[config.mk]
export PLATFORM = sky130hd
export DESIGN_NAME = char_lcd_four_bit_terminal
export DESIGN_NICKNAME = d
export VERILOG_FILES = /design/src/sv/clft_pkg.sv /design/src/sv/clft_ctrl.sv /design/src/sv/clft_dp.sv /design/src/sv/char_lcd_four_bit_terminal.sv
export SDC_FILE = /design/constraint.sdc
export NUM_CORES = 1
export LEC_CHECK = 0
export BUFFER_PORTS_ARGS = -buffer_cell sky130_fd_sc_hd__buf_2
export CORE_ASPECT_RATIO = 0.7
export CORE_MARGIN = 4
export CORE_UTILIZATION = 55
export DETAILED_ROUTE_END_ITERATION = 8
export PLACE_DENSITY_LB_ADDON = 0.3
export SYNTH_ARGS = -nofsm -noshare
export SYNTH_HDL_FRONTEND = slang
export SYNTH_HIERARCHICAL = 1
export SYNTH_SLANG_ARGS = --single-unit
[constraint.sdc]
create_clock -name i_clk -period 3.1 [get_ports i_clk]
set_input_delay 0.31 -clock i_clk [delete_from_list [all_inputs] [get_ports i_clk]]
set_output_delay 0.31 -clock i_clk [all_outputs]
set_load 0.02 [all_outputs]
[src/sv/clft_pkg.sv]
// Shared types, constants and lookup functions for the character LCD terminal.
`timescale 1ns / 1ps

package clft_pkg;

    localparam int LINE_CHARS = 16;
    localparam int ROWS       = 2;
    localparam int MAX_XFERS  = 48;

    // LCD command and character bytes
    localparam logic [7:0] CMD_ROW0     = 8'h80;
    localparam logic [7:0] CMD_ROW1     = 8'hc0;
    localparam logic [7:0] CMD_CLEAR    = 8'h01;
    localparam logic [7:0] CMD_ENTRY    = 8'h06;
    localparam logic [7:0] CMD_DISP_ON  = 8'h0c;
    localparam logic [7:0] CMD_DISP_CUR = 8'h0f;
    localparam logic [7:0] CMD_SHIFT    = 8'h14;
    localparam logic [7:0] CMD_FUNC     = 8'h28;
    localparam logic [7:0] CMD_CGRAM    = 8'h40;
    localparam logic [7:0] CH_SPACE     = 8'h20;
    localparam logic [7:0] CH_CR        = 8'h0d;
    localparam logic [7:0] CH_LF        = 8'h0a;
    localparam logic [7:0] CH_TAB       = 8'h09;
    localparam logic [7:0] CH_DIGIT0    = 8'h30;
    localparam logic [7:0] CH_HEX_A     = 8'h57;  // 'a' - 10
    localparam logic [3:0] NIB_WAKE     = 4'h3;
    localparam logic [3:0] NIB_4BIT     = 4'h2;

    typedef enum logic [2:0] {
        OP_PUT     = 3'd0,
        OP_GOTO    = 3'd1,
        OP_CLEAR   = 3'd2,
        OP_CLR_EOL = 3'd3,
        OP_HEX     = 3'd4,
        OP_INIT    = 3'd5
    } t_op;

    typedef enum logic [3:0] {
        S_IDLE,
        S_LONE,
        S_INIT,
        S_GLYPH,
        S_CLEAR,
        S_CHAR,
        S_ROW,
        S_GOTO,
        S_PAD
    } t_state;

    typedef enum logic [2:0] {
        B_LONE,
        B_INIT,
        B_GLYPH,
        B_CLEAR,
        B_CHAR,
        B_ROW,
        B_GOTO,
        B_PAD
    } t_byte_sel;

    typedef struct packed {
        logic      load;
        logic      emit;
        t_byte_sel sel;
        logic [3:0] idx;
        logic      lo;
        logic      last;
    } t_dp_cmd;

    typedef struct packed {
        t_op        in_op;
        logic       in_clear;
        logic       in_tab;
        logic       goto_ok;
        logic       pad_start;
        logic       wrap;
        logic [5:0] col_next;
        logic       out_room;
    } t_dp_sts;

    function automatic logic [7:0] init_cmd(input logic [2:0] idx, input logic show);
        logic [7:0] b;
        unique case (idx)
            3'd0:    b = CMD_ENTRY;
            3'd1:    b = show ? CMD_DISP_CUR : CMD_DISP_ON;
            3'd2:    b = CMD_SHIFT;
            3'd3:    b = CMD_FUNC;
            3'd4:    b = CMD_CGRAM;
            default: b = 8'h00;
        endcase
        return b;
    endfunction

    // Two 8-row glyphs; idx[3] picks the glyph, idx[2:0] the row
    function automatic logic [7:0] glyph_byte(input logic [3:0] idx);
        logic [7:0] b;
        unique case (idx[2:0])
            3'd0:    b = 8'h00;
            3'd1:    b = idx[3] ? 8'h0f : 8'h00;
            3'd2:    b = 8'h00;
            3'd3:    b = 8'h1c;
            3'd4:    b = 8'h10;
            3'd5:    b = 8'h18;
            3'd6:    b = 8'h10;
            default: b = 8'h1c;
        endcase
        return b;
    endfunction

endpackage

[src/sv/clft_ctrl.sv]
// Sequencer: steps through the nibble transfers of each terminal operation.
`timescale 1ns / 1ps

module clft_ctrl import clft_pkg::*; (
    input  logic    i_clk,
    input  logic    i_rst_n,
    input  logic    i_valid,
    output logic    o_ready,
    input  t_dp_sts i_sts,
    output t_dp_cmd o_cmd
);

    t_state     r_state, n_state;
    logic [3:0] r_idx, n_idx;
    logic       r_lo, n_lo;
    logic [5:0] r_cnt, n_cnt;   // transfers emitted for the current item

    logic [2:0] pad_need;
    logic       pad_more;

    // budget check for the next space of a clear to end
    always_comb begin
        pad_need = (({1'b0, i_sts.col_next} + 7'd1) >= 7'(LINE_CHARS)) ? 3'd4 : 3'd2;
        pad_more = (i_sts.col_next != 6'd0) &&
                   (({1'b0, r_cnt} + 7'd1 + {4'b0, pad_need}) <= 7'(MAX_XFERS));
    end

    always_ff @(posedge i_clk) begin
        if (!i_rst_n) begin
            r_state <= S_IDLE;
            r_idx   <= '0;
            r_lo    <= 1'b0;
            r_cnt   <= '0;
        end else begin
            r_state <= n_state;
            r_idx   <= n_idx;
            r_lo    <= n_lo;
            r_cnt   <= n_cnt;
        end
    end

    // next state
    always_comb begin
        n_state = r_state;
        n_idx   = r_idx;
        n_lo    = r_lo;
        n_cnt   = r_cnt;
        unique case (r_state)
            S_IDLE: begin
                if (i_valid) begin
                    n_idx = '0;
                    n_lo  = 1'b0;
                    n_cnt = '0;
                    unique case (i_sts.in_op)
                        OP_PUT: begin
                            priority if (i_sts.in_clear) n_state = S_CLEAR;
                            else if (i_sts.in_tab)       n_state = S_ROW;
                            else                         n_state = S_CHAR;
                        end
                        OP_GOTO:    n_state = i_sts.goto_ok ? S_GOTO : S_IDLE;
                        OP_CLEAR:   n_state = S_CLEAR;
                        OP_CLR_EOL: n_state = i_sts.pad_start ? S_PAD : S_IDLE;
                        OP_HEX:     n_state = S_CHAR;
                        OP_INIT:    n_state = S_LONE;
                        default:    n_state = S_IDLE;
                    endcase
                end
            end
            default: begin
                if (i_sts.out_room) begin
                    n_cnt = r_cnt + 6'd1;
                    if (r_state == S_LONE) begin
                        if (r_idx == 4'd3) begin
                            n_state = S_INIT;
                            n_idx   = '0;
                        end else begin
                            n_idx = r_idx + 4'd1;
                        end
                    end else if (!r_lo) begin
                        n_lo = 1'b1;
                    end else begin
                        n_lo = 1'b0;
                        unique case (r_state)
                            S_INIT: begin
                                if (r_idx == 4'd4) begin
                                    n_state = S_GLYPH;
                                    n_idx   = '0;
                                end else begin
                                    n_idx = r_idx + 4'd1;
                                end
                            end
                            S_GLYPH: begin
                                if (r_idx == 4'd15) n_state = S_CLEAR;
                                n_idx = r_idx + 4'd1;
                            end
                            S_CHAR:  n_state = i_sts.wrap ? S_ROW : S_IDLE;
                            S_PAD: begin
                                priority if (i_sts.wrap) n_state = S_ROW;
                                else if (pad_more)       n_state = S_PAD;
                                else                     n_state = S_IDLE;
                            end
                            default: n_state = S_IDLE;
                        endcase
                    end
                end
            end
        endcase
    end

    // outputs
    always_comb begin
        o_ready    = (r_state == S_IDLE);
        o_cmd.load = (r_state == S_IDLE) && i_valid;
        o_cmd.emit = (r_state != S_IDLE) && i_sts.out_room;
        o_cmd.idx  = r_idx;
        o_cmd.lo   = r_lo;
        unique case (r_state)
            S_LONE: begin
                o_cmd.sel  = B_LONE;
                o_cmd.last = 1'b0;
            end
            S_INIT: begin
                o_cmd.sel  = B_INIT;
                o_cmd.last = 1'b0;
            end
            S_GLYPH: begin
                o_cmd.sel  = B_GLYPH;
                o_cmd.last = 1'b0;
            end
            S_CLEAR: begin
                o_cmd.sel  = B_CLEAR;
                o_cmd.last = r_lo;
            end
            S_CHAR: begin
                o_cmd.sel  = B_CHAR;
                o_cmd.last = r_lo && !i_sts.wrap;
            end
            S_ROW: begin
                o_cmd.sel  = B_ROW;
                o_cmd.last = r_lo;
            end
            S_GOTO: begin
                o_cmd.sel  = B_GOTO;
                o_cmd.last = r_lo;
            end
            S_PAD: begin
                o_cmd.sel  = B_PAD;
                o_cmd.last = r_lo && !i_sts.wrap && !pad_more;
            end
            default: begin
                o_cmd.sel  = B_LONE;
                o_cmd.last = 1'b0;
            end
        endcase
    end

endmodule

[src/sv/clft_dp.sv]
// Datapath: item latch, cursor, byte/nibble formation and output register.
`timescale 1ns / 1ps

module clft_dp import clft_pkg::*; (
    input  logic       i_clk,
    input  logic       i_rst_n,
    input  logic       i_cfg_wr_en,
    input  logic       i_cfg_wr_data,
    input  logic [2:0] i_op,
    input  logic [7:0] i_char_code,
    input  logic       i_target_row,
    input  logic [5:0] i_target_col,
    input  logic       i_clear_row,
    input  logic [3:0] i_hex_value,
    input  t_dp_cmd    i_cmd,
    output t_dp_sts    o_sts,
    output logic       o_valid,
    input  logic       i_ready,
    output logic       o_reg_select,
    output logic [3:0] o_nibble,
    output logic       o_busy_poll_after,
    output logic       o_last
);

    logic       r_show;
    logic       r_row;
    logic [5:0] r_col;
    logic [7:0] r_char;
    logic       r_trow;
    logic [5:0] r_tcol;

    logic       r_valid;
    logic       r_rs;
    logic [3:0] r_nib;
    logic       r_busy;
    logic       r_last;

    logic       other_row;
    logic [7:0] hex_char;
    logic [7:0] xbyte;
    logic       rs;
    logic [3:0] nib;
    logic       busy;

    assign other_row = (ROWS > 1) && !r_row;
    assign hex_char  = (i_hex_value <= 4'd9) ? (CH_DIGIT0 + {4'b0, i_hex_value})
                                              : (CH_HEX_A + {4'b0, i_hex_value});

    always_comb begin
        o_sts.in_op     = t_op'(i_op);
        o_sts.in_clear  = (i_char_code == CH_CR) || (i_char_code == CH_LF);
        o_sts.in_tab    = (i_char_code == CH_TAB);
        o_sts.goto_ok   = ({1'b0, i_target_row} < 2'(ROWS)) &&
                          ({1'b0, i_target_col} < 7'(LINE_CHARS));
        o_sts.pad_start = (r_col != 6'd0) && (r_row == i_clear_row);
        o_sts.col_next  = r_col + 6'd1;
        o_sts.wrap      = ({1'b0, o_sts.col_next} >= 7'(LINE_CHARS));
        o_sts.out_room  = !r_valid || i_ready;
    end

    always_comb begin
        unique case (i_cmd.sel)
            B_INIT:  xbyte = init_cmd(i_cmd.idx[2:0], r_show);
            B_GLYPH: xbyte = glyph_byte(i_cmd.idx);
            B_CLEAR: xbyte = CMD_CLEAR;
            B_CHAR:  xbyte = r_char;
            B_PAD:   xbyte = CH_SPACE;
            B_ROW:   xbyte = other_row ? CMD_ROW1 : CMD_ROW0;
            B_GOTO:  xbyte = CMD_ROW0 + {1'b0, r_trow, 6'b0} + {2'b0, r_tcol};
            default: xbyte = 8'h00;
        endcase
        rs   = (i_cmd.sel == B_CHAR) || (i_cmd.sel == B_PAD) || (i_cmd.sel == B_GLYPH);
        busy = (i_cmd.sel != B_LONE) && i_cmd.lo;
        if (i_cmd.sel == B_LONE) begin
            nib = (i_cmd.idx == 4'd3) ? NIB_4BIT : NIB_WAKE;
        end else begin
            nib = i_cmd.lo ? xbyte[3:0] : xbyte[7:4];
        end
    end

    // config register, cursor and item latch
    always_ff @(posedge i_clk) begin
        if (!i_rst_n) begin
            r_show <= 1'b0;
            r_row  <= 1'b0;
            r_col  <= '0;
        end else begin
            if (i_cfg_wr_en) r_show <= i_cfg_wr_data;
            if (i_cmd.emit && i_cmd.lo) begin
                unique case (i_cmd.sel)
                    B_CHAR, B_PAD: r_col <= o_sts.col_next;
                    B_ROW: begin
                        r_row <= other_row;
                        r_col <= '0;
                    end
                    B_CLEAR: begin
                        r_row <= 1'b0;
                        r_col <= '0;
                    end
                    B_GOTO: begin
                        r_row <= r_trow;
                        r_col <= r_tcol;
                    end
                    default: ;
                endcase
            end
        end
    end

    always_ff @(posedge i_clk) begin
        if (i_cmd.load) begin
            r_char <= (t_op'(i_op) == OP_HEX) ? hex_char : i_char_code;
            r_trow <= i_target_row;
            r_tcol <= i_target_col;
        end
    end

    // output register
    always_ff @(posedge i_clk) begin
        if (!i_rst_n) begin
            r_valid <= 1'b0;
        end else if (i_cmd.emit) begin
            r_valid <= 1'b1;
        end else if (i_ready) begin
            r_valid <= 1'b0;
        end
    end

    always_ff @(posedge i_clk) begin
        if (i_cmd.emit) begin
            r_rs   <= rs;
            r_nib  <= nib;
            r_busy <= busy;
            r_last <= i_cmd.last;
        end
    end

    assign o_valid           = r_valid;
    assign o_reg_select      = r_rs;
    assign o_nibble          = r_nib;
    assign o_busy_poll_after = r_busy;
    assign o_last            = r_last;

endmodule

[src/sv/char_lcd_four_bit_terminal.sv]
// Top level of the 4-bit character LCD terminal: sequencer plus datapath.
//
// Usage:
//   Input channel (i_valid/o_ready) takes one terminal operation per
//   transaction: put char, go to, clear, clear to end, hex digit, init.
//   Output channel (o_valid/i_ready) gives one LCD nibble transfer per
//   transaction, with o_last set on the final transfer of an operation.
//   Operations that cause no transfer (bad go to, empty clear to end,
//   unknown op) produce nothing and leave the input free.
//   The first transfer of an operation passes the sequencer state register
//   and then the output register. Transfers then come one per cycle while
//   i_ready is high; init is the longest at 48 transfers. One operation is
//   worked at a time, paced by the single-nibble output register.
//   A stalled receiver freezes the sequencer; the pending transfer holds.
//   The next operation is taken while the last transfer still waits.
//   Reset: cursor to row 0 column 0, show_cursor_blink to 0, output empty.
//   i_cfg_wr_en/i_cfg_wr_data write show_cursor_blink; the user must do so only while idle.
`timescale 1ns / 1ps

module char_lcd_four_bit_terminal import clft_pkg::*; (
    input  logic       i_clk,
    input  logic       i_rst_n,
    input  logic       i_cfg_wr_en,
    input  logic       i_cfg_wr_data,
    input  logic       i_valid,
    output logic       o_ready,
    input  logic [2:0] i_op,
    input  logic [7:0] i_char_code,
    input  logic       i_target_row,
    input  logic [5:0] i_target_col,
    input  logic       i_clear_row,
    input  logic [3:0] i_hex_value,
    output logic       o_valid,
    input  logic       i_ready,
    output logic       o_reg_select,
    output logic [3:0] o_nibble,
    output logic       o_busy_poll_after,
    output logic       o_last
);

    t_dp_cmd cmd;
    t_dp_sts sts;

    clft_ctrl u_ctrl (
        .i_clk   (i_clk),
        .i_rst_n (i_rst_n),
        .i_valid (i_valid),
        .o_ready (o_ready),
        .i_sts   (sts),
        .o_cmd   (cmd)
    );

    clft_dp u_dp (
        .i_clk             (i_clk),
        .i_rst_n           (i_rst_n),
        .i_cfg_wr_en       (i_cfg_wr_en),
        .i_cfg_wr_data     (i_cfg_wr_data),
        .i_op              (i_op),
        .i_char_code       (i_char_code),
        .i_target_row      (i_target_row),
        .i_target_col      (i_target_col),
        .i_clear_row       (i_clear_row),
        .i_hex_value       (i_hex_value),
        .i_cmd             (cmd),
        .o_sts             (sts),
        .o_valid           (o_valid),
        .i_ready           (i_ready),
        .o_reg_select      (o_reg_select),
        .o_nibble          (o_nibble),
        .o_busy_poll_after (o_busy_poll_after),
        .o_last            (o_last)
    );

    // a new transfer never overwrites one that is still pending
    a_no_overwrite: assert property (@(posedge i_clk) disable iff (!i_rst_n)
        cmd.emit |-> sts.out_room)
        else $error("transfer loaded over a pending one");

    // the final transfer of an operation frees the input channel
    a_last_frees_input: assert property (@(posedge i_clk) disable iff (!i_rst_n)
        cmd.emit && cmd.last |=> o_ready)
        else $error("input not freed after final transfer");

    // cursor column never passes the line length (it sits there only during a wrap)
    a_col_in_range: assert property (@(posedge i_clk) disable iff (!i_rst_n)
        {1'b0, sts.col_next} <= 7'(LINE_CHARS + 1))
        else $error("cursor column out of range");

    // busy poll marker only on the low nibble of a full byte
    a_busy_on_low: assert property (@(posedge i_clk) disable iff (!i_rst_n)
        cmd.emit && cmd.sel == B_LONE |=> !o_busy_poll_after)
        else $error("busy poll marked on a lone nibble");

endmodule
==> results.md, run 1 <==
* Outcome: completed
* Nature of the critical path endpoint: flop
* Core box area at 5730 sq um
* Worst Tran Pin Value at around 650 ps
* Distinct cells, synth at just under 70
* Placer Congestion at about 0.93
* Relative slew slack at 0.565
* Port bufs at 37
* Die X at 99.7 um
* Placement Cell Area at 3440 sq um
* Initial antenna violation count at 0
* Clk_lat worst skew at about 300 ps
* Final hold violation count at 0
* Pin count of the biggest net entering global routing at 25
* Min Tclk post-route at 2980 ps
* Worst Hold Depth at 1
* Setup Crit Path Kind: reg2reg
* Reg clk slew, reported paths at 90 ps
* Post-synth EDFFs at 22
* # hold bufs at CTS at 0
* Die area at 7200 sq um
* Mapped Cells at 387
* DR iter-0 viols at 428
* Worst path depth at 13
* Cell with the largest stage delay on the worst path: dfxtp_1
* DR DRC count at 0
* First-pass GRT wire length at 13800 um
* CP delay by family, top: compound AO/OA/AOI/OAI gates
* Finished Cell Area at 3610 sq um
* Via density at around 6.2
* Ys async rst share at 0
* Filler cells at 537
* Post-DP HPWL at just over 6000 um
* DP Worst Slack at 41.9 ps
* PwrDens at 788 nW/um^2
* LEAKAGE at 0.00140 uW
* IO Count at 38
* Worst R2R Path Depth at 13
* Clock sink total at 46
* Initial Utilization at 0.565
* Setup TNS at 0 ps
* Sequential area share after synthesis at 0.353
* CTS root buf: clkbuf_8
* H-tree Lvls at 2
* Slew Viols, Final at 0
* Startpoint Class: flop
* Syn avg cell area at 8.36 sq um
* Final setup vio count at 0
* Tcrit/Tclk final at 0.961
* Share of cells above drive strength 1 at 0.179
* MaxCap Viol Count at 0
* Synth warnings at 6
* Die height at 72.2 um
* Total Power at about 2800 uW
* Number of global-route vias before repair at approximately 2800
* Seq cells post-synth at 46
* Total GRT Usage at 0.239
* # rows at 23
* Crit-path max cell delay at slightly above 400 ps
* # diodes at 0
* CP Max Fanout at 4
* Layout Nets at ~460
* Via count at 3054
* Synthesized net count at 426
* Hold WC Path Type: in2reg
* Pre-Repair DR Iteration Count at 5
* Syn Std Cell Area at approximately 3200 sq um
* CTS tree: built
* Post-Route WL at 8500 um
* Fmax achieved at 0.336 GHz
* Number of buffers created by CTS at 5
* Worst setup margin at 122 ps
* Average wire per standard cell at ~17 um
* Area Growth Syn to Fin at 11.4%
* Peak supply drop at 0.000294 V
* Most used flip-flop cell after synthesis: dfxtp_1
* Clk_skew at 8.81 ps
* ANT nets after route at 0
* Buffers & Inverters on Critical Path at 2
* Crit-path cells: ha_2 > nand3_1 > xor2_2 > inv_1 > nor2_1 > nand2_1 > inv_1 > ha_1 > a211oi_2 > nor2_1 > a32oi_1 > a31oi_1 > o21a_1
* WP data arrival at 3050 ps
* GRT overflow at 0
* Worst path required time at approximately 3200 ps
* Bufs on Longest Clock Path at 2
-- cells in the final DEF, fill, tap and decap left out, types with 3 or more instances in the layout --
master / n
ha_1: 9
or3_1: 4
nand4_1: 4
buf_4: 10
o22ai_1: 6
xnor2_1: 6
a22oi_1: 3
nand3_1: 16
nand2b_1: 10
inv_1: 23
o21ai_1: 3
and2_1: 3
nor3_1: 14
o21ai_0: 15
a311oi_1: 3
nand3b_1: 3
o211ai_1: 3
nand2_1: 41
a211oi_1: 4
nor4_1: 4
or2_2: 3
a31oi_1: 5
xor2_1: 4
a21boi_0: 4
o31ai_1: 3
edfxtp_1: 22
nor2_1: 46
a21oi_1: 20
clkbuf_8: 5
nor2b_1: 4
o21a_1: 3
buf_2: 37
mux2i_1: 8
dfxtp_1: 24
-- synthesized netlist by cell type, types with 4 or more instances --
| library cell | instances | share of area |
|---|---|---|
| edfxtp_1 | 22 | 0.20 |
| a211oi_1 | 5 | 0.012 |
| xnor2_1 | 6 | 0.016 |
| xor2_1 | 5 | 0.014 |
| buf_2 | 4 | 0.0062 |
| dfxtp_1 | 24 | 0.15 |
| nand2_1 | 41 | 0.048 |
| buf_4 | 8 | 0.019 |
| nand3_1 | 16 | 0.025 |
| buf_6 | 4 | 0.014 |
| inv_1 | 23 | 0.027 |
| nand2b_1 | 10 | 0.019 |
| clkbuf_1 | 5 | 0.0058 |
| nor4_1 | 4 | 0.0077 |
| ha_1 | 10 | 0.039 |
| o21ai_0 | 17 | 0.026 |
| nor2b_1 | 4 | 0.0077 |
| nor3_1 | 15 | 0.023 |
| nand4_1 | 4 | 0.0077 |
| or3_1 | 4 | 0.0077 |
| nor2_1 | 46 | 0.053 |
| a21oi_1 | 20 | 0.031 |
| mux2i_1 | 8 | 0.025 |
| a31oi_1 | 5 | 0.0097 |
| o22ai_1 | 6 | 0.012 |
| a21boi_0 | 4 | 0.0093 |
-- worst register-to-register path: stages, from the launching register on --
cell	delay, ps
dfxtp_1	410
ha_2	240
nand3_1	150
xor2_2	290
inv_1	70
nor2_1	150
nand2_1	110
inv_1	80
ha_1	270
a211oi_2	330
nor2_1	80
a32oi_1	250
a31oi_1	120
o21a_1	180
-- area by class of cell --
type,instances,area [sq um],share of cell area
Tap cell,75,93.8,0.0260
Clock inverter,3,68.8,0.0191
Clock buffer,5,68.8,0.0191
Inverter,24,90.1,0.0250
Timing Repair Buffer,47,260,0.0721
Multi-Input combinational cell,295,1880,0.522
Sequential cell,46,1140,0.316
-- flip-flops by register name, summed over array words and instances (netlist names), 4 cells and up --
register        count
u_dp/r_col          6
u_ctrl/r_cnt        6
u_dp/o_nibble       4
u_dp/r_char         8
u_ctrl/r_state      4
u_ctrl/r_idx        4
u_dp/r_tcol         6
-- power by group --
| group | switching (uW) | internal [uW] | total [uW] |
|---|---|---|---|
| registers | 127 | 817 | 944 |
| clock network | 216 | 323 | 539 |
| logic | 853 | 507 | 1360 |
-- final timing paths --
kind | from | to | slack [ps]
worst max register to register | u_dp/r_col[0] | u_dp/o_last | 120
worst min register to register | u_dp/o_valid | u_dp/o_valid | 530
worst max-delay path | u_dp/r_col[0] | u_dp/o_last | 120
worst min-delay path | i_target_row | u_dp/r_trow | 180
-- metal layers --
metal  global-route usage  part of all wire  vias to the layer above
met5                    0                 0                        -
met4               0.0424            0.0084                        0
met3               0.0346             0.090                       12
met2                0.366              0.43                      168
met1                0.364              0.47                     1412
li1                     -                 -                     1462
-- through the flow --
stage          hold slack, ps  cells  utilization
6_report                  181    495        0.630
5_1_grt                   161    495        0.630
4_1_cts                   175    494        0.625
3_5_place_dp              488    486        0.601
3_3_place_gp              488    486        0.601
2_1_floorplan             409    387            -
-- kinds of logic after synthesis --
logic type      count (synthesis)  share of synthesized area
simple gates                  168                      0.261
compound gates                 97                      0.215
buf+inv                        46                     0.0738
flops                          46                      0.353
xor+xnor                       11                     0.0298
fa+ha+maj                      10                     0.0387
mux                             9                     0.0294
-- timing repair --
| item | CTS | global route |
|---|---|---|
| setup endpoints to repair | 1 | 2 |
| pin swaps | 0 | 2 |
| cloned | 0 | 0 |
| gates resized for setup | 1 | 4 |
| setup buffers | 0 | 1 |
(Power assumes the default switching activity.)
==> run 2, diff against run 1 <==
- ABC_AREA: not set -> 1
- CORE_MARGIN: 4 -> 2
- clock period: 3.1 -> 3.4 ns (I/O delays scaled with it)
==> run 2 against run 1 <==
  * Combinational power rose by 5%
  * Final cell count increased by 16%
  * Sequential share of layout area increased by 0.64 points
  * Non-clock buffer count down 9
==> results.md, run 2 <==
* Outcome: completed
* Top reg by flops: u_dp/r_char
* DR iter-0 viols at 231 (-46%)
* Post-synth EDFFs at 22 (unchanged)
* Post-DP HPWL at 5870 um (-5.7%)
* Seq cells post-synth at 46 (unchanged)
* Net Sw Frac at 0.483 (+0.0622)
* # diodes at 0 (unchanged)
* Area taken by multi-input logic gates at 1760 sq um (-6.5%)
* Pin count of the biggest net entering global routing at 18 (-28%)
* Worst path required time at 3460 ps (+290 ps)
* Setup TNS at 0 ps (unchanged)
* Finished Cell Area at 3540 sq um (-2.0%)
* Hold WC Path Type: in2reg
* Syn Std Cell Area at 3220 sq um (-0.46%)
* Cell taking the most area after synthesis: edfxtp_1
* Most frequent cells in the layout: nand2_1 (127), inv_1 (58), nor2_1 (52)
* Filler cells at 523 (-2.6%)
* Post-synth top area share at 0.205 (+0.000951)
* Resize count post-CTS at 0 (-1)
* Most common cell in the netlist: nand2_1
* # rows at 23 (unchanged)
* Area Growth Syn to Fin at 9.75%
* RSZ-0062 raised after global routing: false
* # hold bufs at CTS at 0 (unchanged)
* Initial Utilization at 0.565 (about the same)
* Final setup vio count at 0 (unchanged)
* Ys async rst share at 0 (unchanged)
* Placer Congestion at 0.942 (+1.2%)
* Initial antenna violation count at 0 (unchanged)
* Slew Viols, Final at 0 (unchanged)
* GRT overflow at 0 (unchanged)
* Worst Tran Pin Value at 766 ps (+114 ps)
* Core box area at 5700 sq um (-0.50%)
* Total internal power at 1380 uW (-17%)
* Logic pwr share at 0.537 (+0.059)
* Number of global-route vias before repair at 2694 (-3.0%)
* Clk_skew at 5.57 ps (-3.24 ps)
* Synthesized net count at 502 (+18%)
* First-pass GRT wire length at 12400 um (-9.9%)
* Startpoint Class: flop
* PwrDens at 752 nW/um^2 (-4.6%)
* Seq. cell area at 1140 sq um (unchanged)
* Most common cell after layout, fill and taps aside: nand2_1
* Die X at 95.5 um (-4.2%)
* Total GRT Usage at 0.249 (+0.00947)
* Util after Layout at 0.621 (-0.00934)
* Average wire per standard cell at 13.0 um (-24%)
* Via density at 5.28 (-14%)
* Final std cells w/o fill at 574 (+16%)
* DR DRC count at 0 (unchanged)
* Layout Nets at 537 (+17%)
* Number of buffers created by CTS at 5 (unchanged)
* Port bufs at 37 (unchanged)
* Die area at 6500 sq um (-9.7%)
* CTS root buf: clkbuf_8
* Placed Instances at 566 (+16%)
* ANT nets after route at 0 (unchanged)
* Clk_lat worst skew at 300 ps (about the same)
* Via count at 3031 (-0.75%)
* IO Count at 38 (unchanged)
* Setup Crit Path Kind: reg2reg
* Flop pwr share at 0.329 (-0.003)
* Post-Route WL at 7470 um (-12%)
* CP Max Fanout at 6 (+2)
* Min Tclk post-route at 2750 ps (-232 ps)
* Tcrit/Tclk final at 0.808 (-0.153)
* Nature of the critical path endpoint: flop
* Synth top cells by count: nand2_1 (127), inv_1 (58), nor2_1 (52), nand3_1 (39), a21oi_1 (26)
* WP data arrival at 2810 ps (-240 ps)
* P_sw at 1280 uW (+7.4%)
* MaxCap Viol Count at 0 (unchanged)
* Fmax achieved at 0.364 GHz (+8.4%)
* Die height at 68.0 um (-5.7%)
* H-tree Lvls at 2 (unchanged)
* LEAKAGE at 0.00169 uW (+21%)
* Distinct cells, synth at 42 (-38%)
* Most used flip-flop cell after synthesis: dfxtp_1
* Top post-synthesis cells by area: edfxtp_1 (21%), dfxtp_1 (15%), nand2_1 (15%)
* Share of cells above drive strength 1 at 0.162 (-0.0162)
* Synth warnings at 6 (unchanged)
* Mapped Cells at 463 (+20%)
* Reg clk slew, reported paths at 90 ps (about the same)
* Pre-Repair DR Iteration Count at 5 (unchanged)
* Syn avg cell area at 6.96 sq um (-17%)
* Placement Cell Area at 3440 sq um (about the same)
* Clock Power Share at 0.134 (-0.056)
* Clock sink total at 46 (unchanged)
* Bufs on Longest Clock Path at 2 (unchanged)
* Peak supply drop at 0.000335 V (+14%)
* Number of setup buffers added after CTS at 0 (unchanged)
* CTS tree: built
* Relative slew slack at 0.489 (-0.0762)
* Max reg flops at 8 (unchanged)
* Sequential area share after synthesis at 0.354 (+0.00164)
* Final hold violation count at 0 (unchanged)
run 2: changes by cell type after synthesis, moves of 6 or more:
cell      previous run  this run
nand2_1             41       127
a21oi_1             20        26
nand2b_1            10         0
o21ai_0             17        23
mux2i_1              8         0
o22ai_1              6         0
nor2_2               1         9
nor2_1              46        52
nor3_1              15         7
nand3_1             16        39
inv_1               23        58
run 2: kinds of logic (layout without fill, tap and decap cells):
logic type      after synthesis  in the layout  share of synthesized area
simple gates                266            266                      0.389
buf+inv                      75            111                     0.0990
compound gates               61             61                      0.106
flops                        46             46                      0.354
fa+ha+maj                    10             10                     0.0388
xor+xnor                      5              5                     0.0136
run 2: per-stage QoR:
step / hold WS [ps] / power, uW / worst slack, ps
after global routing: 199 / 2870 / 396
after global placement: 495 / 2260 / 870
after CTS: 200 / 2650 / 658
after floorplan: 433 / 2000 / 980
after detailed placement: 518 / 2290 / 700
final: 210 / 2660 / 654
run 2: layer usage:
| metal | track usage | part of all wire | wire length (um) | up-vias |
|---|---|---|---|---|
| li1 | - | - | - | 1567 |
| met3 | 0.0407 | 0.066 | 495 | 4 |
| met2 | 0.414 | 0.46 | 3430 | 96 |
| met4 | 0.0482 | 0.0037 | 28 | 0 |
| met5 | 0 | 0 | 0 | - |
| met1 | 0.347 | 0.47 | 3510 | 1364 |
run 2: layout make-up:
type,count,area share
multi-input cells,342,0.498
flip-flops and latches,46,0.323
inverters,65,0.0711
repair buffers,38,0.0545
well taps,75,0.0265
clock buffers,6,0.0234
clock inverters,2,0.00354
run 2: path summary, 6_finish.rpt:
kind	startpoint	slack (ps)	endpoint	cells past startpoint
max	u_dp/r_col[0]	650	u_dp/o_last	17
min	i_target_col[2]	210	u_dp/r_tcol[2]	1
min reg2reg	u_ctrl/r_cnt[1]	530	u_ctrl/r_cnt[1]	2
max reg2reg	u_dp/r_col[0]	650	u_dp/o_last	17
run 2: worst max-delay path, stage by stage (launching register included):
cell	delay (ps)
dfxtp_1	420
ha_1	220
nand3_1	100
xnor2_1	160
or2_2	320
nor2_1	180
inv_1	110
ha_1	320
nand2_1	90
inv_1	40
nand2_1	70
nand2_1	70
nand2_1	60
nor2_1	40
nor2_1	120
nand2_1	70
nand2_1	60
o21ai_0	70
run 2: power groups by stage:
| stage | Combinational, uW | Sequential, uW | Clock, uW |
|---|---|---|---|
| 4_1_cts | 1410 | 875 | 365 |
| 3_3_place_gp | 1380 | 881 | 0 |
| 5_1_grt | 1590 | 894 | 391 |
| 2_1_floorplan | 1080 | 922 | 0 |
| 6_report | 1430 | 875 | 357 |
| 3_5_place_dp | 1400 | 887 | 0 |
==> run 3, diff against run 2 <==
- ABC_AREA: 1 -> 0
- clock period: 3.4 -> 2.7 ns (I/O delays scaled with it)
==> run 3 against run 2 <==
  * Flip-flop and latch count unchanged
  * Wire length increased by 13%
  * Sequential power increased by 21%
  * Largest power group unchanged
==> results.md, run 3 (same netlist as run 1, synthesis figures left out) <==
* Outcome: completed
* Fmax achieved at 0.377 GHz (+3.6%)
* Worst setup margin at 50.7 ps (-603 ps)
* Placer Congestion at 0.903 (-4.2%)
* ANT nets after route at 0 (unchanged)
* Finished Cell Area at 3840 sq um (+8.7%)
* Cell with the largest stage delay on the worst path: dfxtp_4
* Setup Crit Path Kind: reg2reg
* Total GRT Usage at 0.265 (+0.0162)
* Placement Cell Area at 3610 sq um (+5.1%)
* Most frequent cells in the layout: nor2_1 (44), nand2_1 (40), buf_2 (37)
* CTS root buf: clkbuf_8
* First-pass GRT wire length at 13200 um (+6.2%)
* IO Count at 38 (unchanged)
* LEAKAGE at 0.00152 uW (-10%)
* Relative slew slack at 0.596 (+0.107)
* Slew Viols, Final at 0 (unchanged)
* Die area at 6520 sq um (+0.44%)
* Bufs on Longest Clock Path at 2 (unchanged)
* Tcrit/Tclk final at 0.981 (+0.174)
* DR iter-0 viols at 341 (+48%)
* Worst path depth at 13 (-4)
* # rows at 23 (unchanged)
* Hold WC Path Type: in2reg
* Filler cells at 459 (-12%)
* Top reg by flops: u_dp/r_char
* Crit-path max cell delay at 370 ps (-50 ps)
* Clk_lat worst skew at 310 ps (about the same)
* Worst reg2reg setup slack at 50 ps (-600 ps)
* Initial Utilization at 0.568 (+0.00263)
* # diodes at 0 (unchanged)
* Via count at 3175 (+4.8%)
* Average wire per standard cell at 16.3 um (+25%)
* Layout Nets at 480 (-11%)
* Worst Tran Pin Value at 606 ps (-160 ps)
* DR DRC count at 0 (unchanged)
* Most common cell after layout, fill and taps aside: nor2_1
* Share of cells above drive strength 1 at 0.240 (+0.0775)
* Clk_skew at 6.95 ps (+1.38 ps)
* Critical R2R Capture: u_dp/o_last
* Worst path required time at 2770 ps (-690 ps)
* Reg clk slew, reported paths at 100 ps (about the same)
* Peak supply drop at 0.000317 V (-5.4%)
* Port bufs at 37 (unchanged)
* Final setup vio count at 0 (unchanged)
* PwrDens at 868 nW/um^2 (+15%)
* Nature of the critical path endpoint: flop
* CP Max Fanout at 4 (-2)
* Clock sink total at 46 (unchanged)
* Post-DP HPWL at 6150 um (+4.8%)
* Startpoint Class: flop
* Area Growth Syn to Fin at 18.7%
* Max reg flops at 8 (unchanged)
* Number of global-route vias before repair at 2651 (-1.6%)
* Die height at 68.2 um (+0.22%)
* H-tree Lvls at 2 (unchanged)
* Buffers & Inverters on Critical Path at 2 (unchanged)
* DP Worst Slack at -144 ps (-844 ps)
* Placed Instances at 506 (-11%)
* Worst R2R Path Depth at 13 (-4)
* Pin count of the biggest net entering global routing at 23 (+5)
* Crit-path cells: ha_4 > nand3_1 > xor2_1 > inv_1 > nor2_2 > nand2_2 > inv_1 > ha_4 > a211oi_4 > nor2_1 > a32oi_1 > a31oi_1 > o21a_1
* MaxCap Viol Count at 0 (unchanged)
* Via density at 6.14 (+16%)
* Final std cells w/o fill at 517 (-9.9%)
* CP delay by family, top: compound AO/OA/AOI/OAI gates
* Initial antenna violation count at 0 (unchanged)
* Min Tclk post-route at 2650 ps (-96.5 ps)
* Core box area at 5700 sq um (unchanged)
* Crit path capture: u_dp/o_last
* WP data arrival at 2720 ps (-90 ps)
* Worst flop-to-flop path startpoint: u_dp/r_col[0]
* Worst Hold Slack at 131 ps (-79.4 ps)
* Launch point of the worst path: u_dp/r_col[0]
* Post-Route WL at 8430 um (+13%)
* GRT overflow at 0 (unchanged)
* Pre-Repair DR Iteration Count at 6 (+1)
* Total Power at 3330 uW (+25%)
* CTS tree: built
* Final hold violation count at 0 (unchanged)
* # hold bufs at CTS at 0 (unchanged)
* Number of buffers created by CTS at 5 (unchanged)
* Die X at 95.7 um (+0.22%)
-- run 3: cell count changes in the layout (fill, tap and decap cells not counted), moves of 7 or more --
cell and change:
nand2_1 -87, nand2b_1 +10, inv_1 -35, nor2_1 -8
nor3_1 +7, mux2i_1 +8, buf_4 +29, nand3_1 -24
o21ai_0 -9
-- run 3: stage by stage --
stage / util / TNS (ps)
3_5_place_dp: 0.634 / -190
4_1_cts: 0.659 / 0
6_report: 0.674 / 0
2_1_floorplan: - / 0
5_1_grt: 0.674 / -134
3_3_place_gp: 0.634 / -11.6
-- run 3: where the power goes --
group / switching [uW] / total, uW / internal (uW) / leakage [uW]
Combinational: 1030 / 1750 / 713 / 0.00106
Clock: 256 / 532 / 276 / 0.0000504
Sequential: 121 / 1060 / 935 / 0.000407
Total: 1410 / 3330 / 1920 / 0.00151
-- run 3: layer usage --
metal,GRT usage,wire length (um),vias up,part of all wire
met2,0.381,3560,170,0.42
met1,0.411,3970,1486,0.47
met5,0,0,-,0
met3,0.0419,813,10,0.096
li1,-,-,1509,-
met4,0.0643,83,0,0.0098
-- run 3: area by class of cell --
type | instances | area [sq um] | share of cell area
Tap cell | 75 | 93.8 | 0.0244
Inverter | 24 | 90.1 | 0.0234
Clock buffer | 5 | 68.8 | 0.0179
Sequential cell | 46 | 1150 | 0.299
Clock inverter | 3 | 45.0 | 0.0117
Multi-Input combinational cell | 295 | 1940 | 0.506
Timing Repair Buffer | 69 | 450 | 0.117
-- run 3: worst register-to-register path: cells and delay by family, from the launching register on --
family / cells / cell delay [ps]
and+or+nand+nor: 4 / 400
buffers and inverters: 2 / 160
xor gates and xnor gates: 1 / 190
DFF: 1 / 370
adders and majority gates: 2 / 390
AOI/OAI and AO/OA: 4 / 890
-- run 3: timing repair --
| action | CTS | global route |
|---|---|---|
| endpoints found under the setup margin | 2 | 2 |
| buffers inserted | 2 | 1 |
| pin swaps | 1 | 3 |
| gates cloned | 0 | 0 |
| gates resized for setup | 4 | 16 |
-- run 3: how the worst min path moves through the flow --
stage,start,to,slack [ps],cells past startpoint
after global placement,i_target_row,u_dp/r_trow,450,1
after global routing,i_target_col[0],u_dp/r_tcol[0],120,1
after detailed placement,i_target_col[0],u_dp/r_tcol[0],450,1
after floorplan,i_target_col[0],u_dp/r_tcol[0],370,0
after CTS,i_target_col[0],u_dp/r_tcol[0],130,1
final,i_target_col[0],u_dp/r_tcol[0],130,1
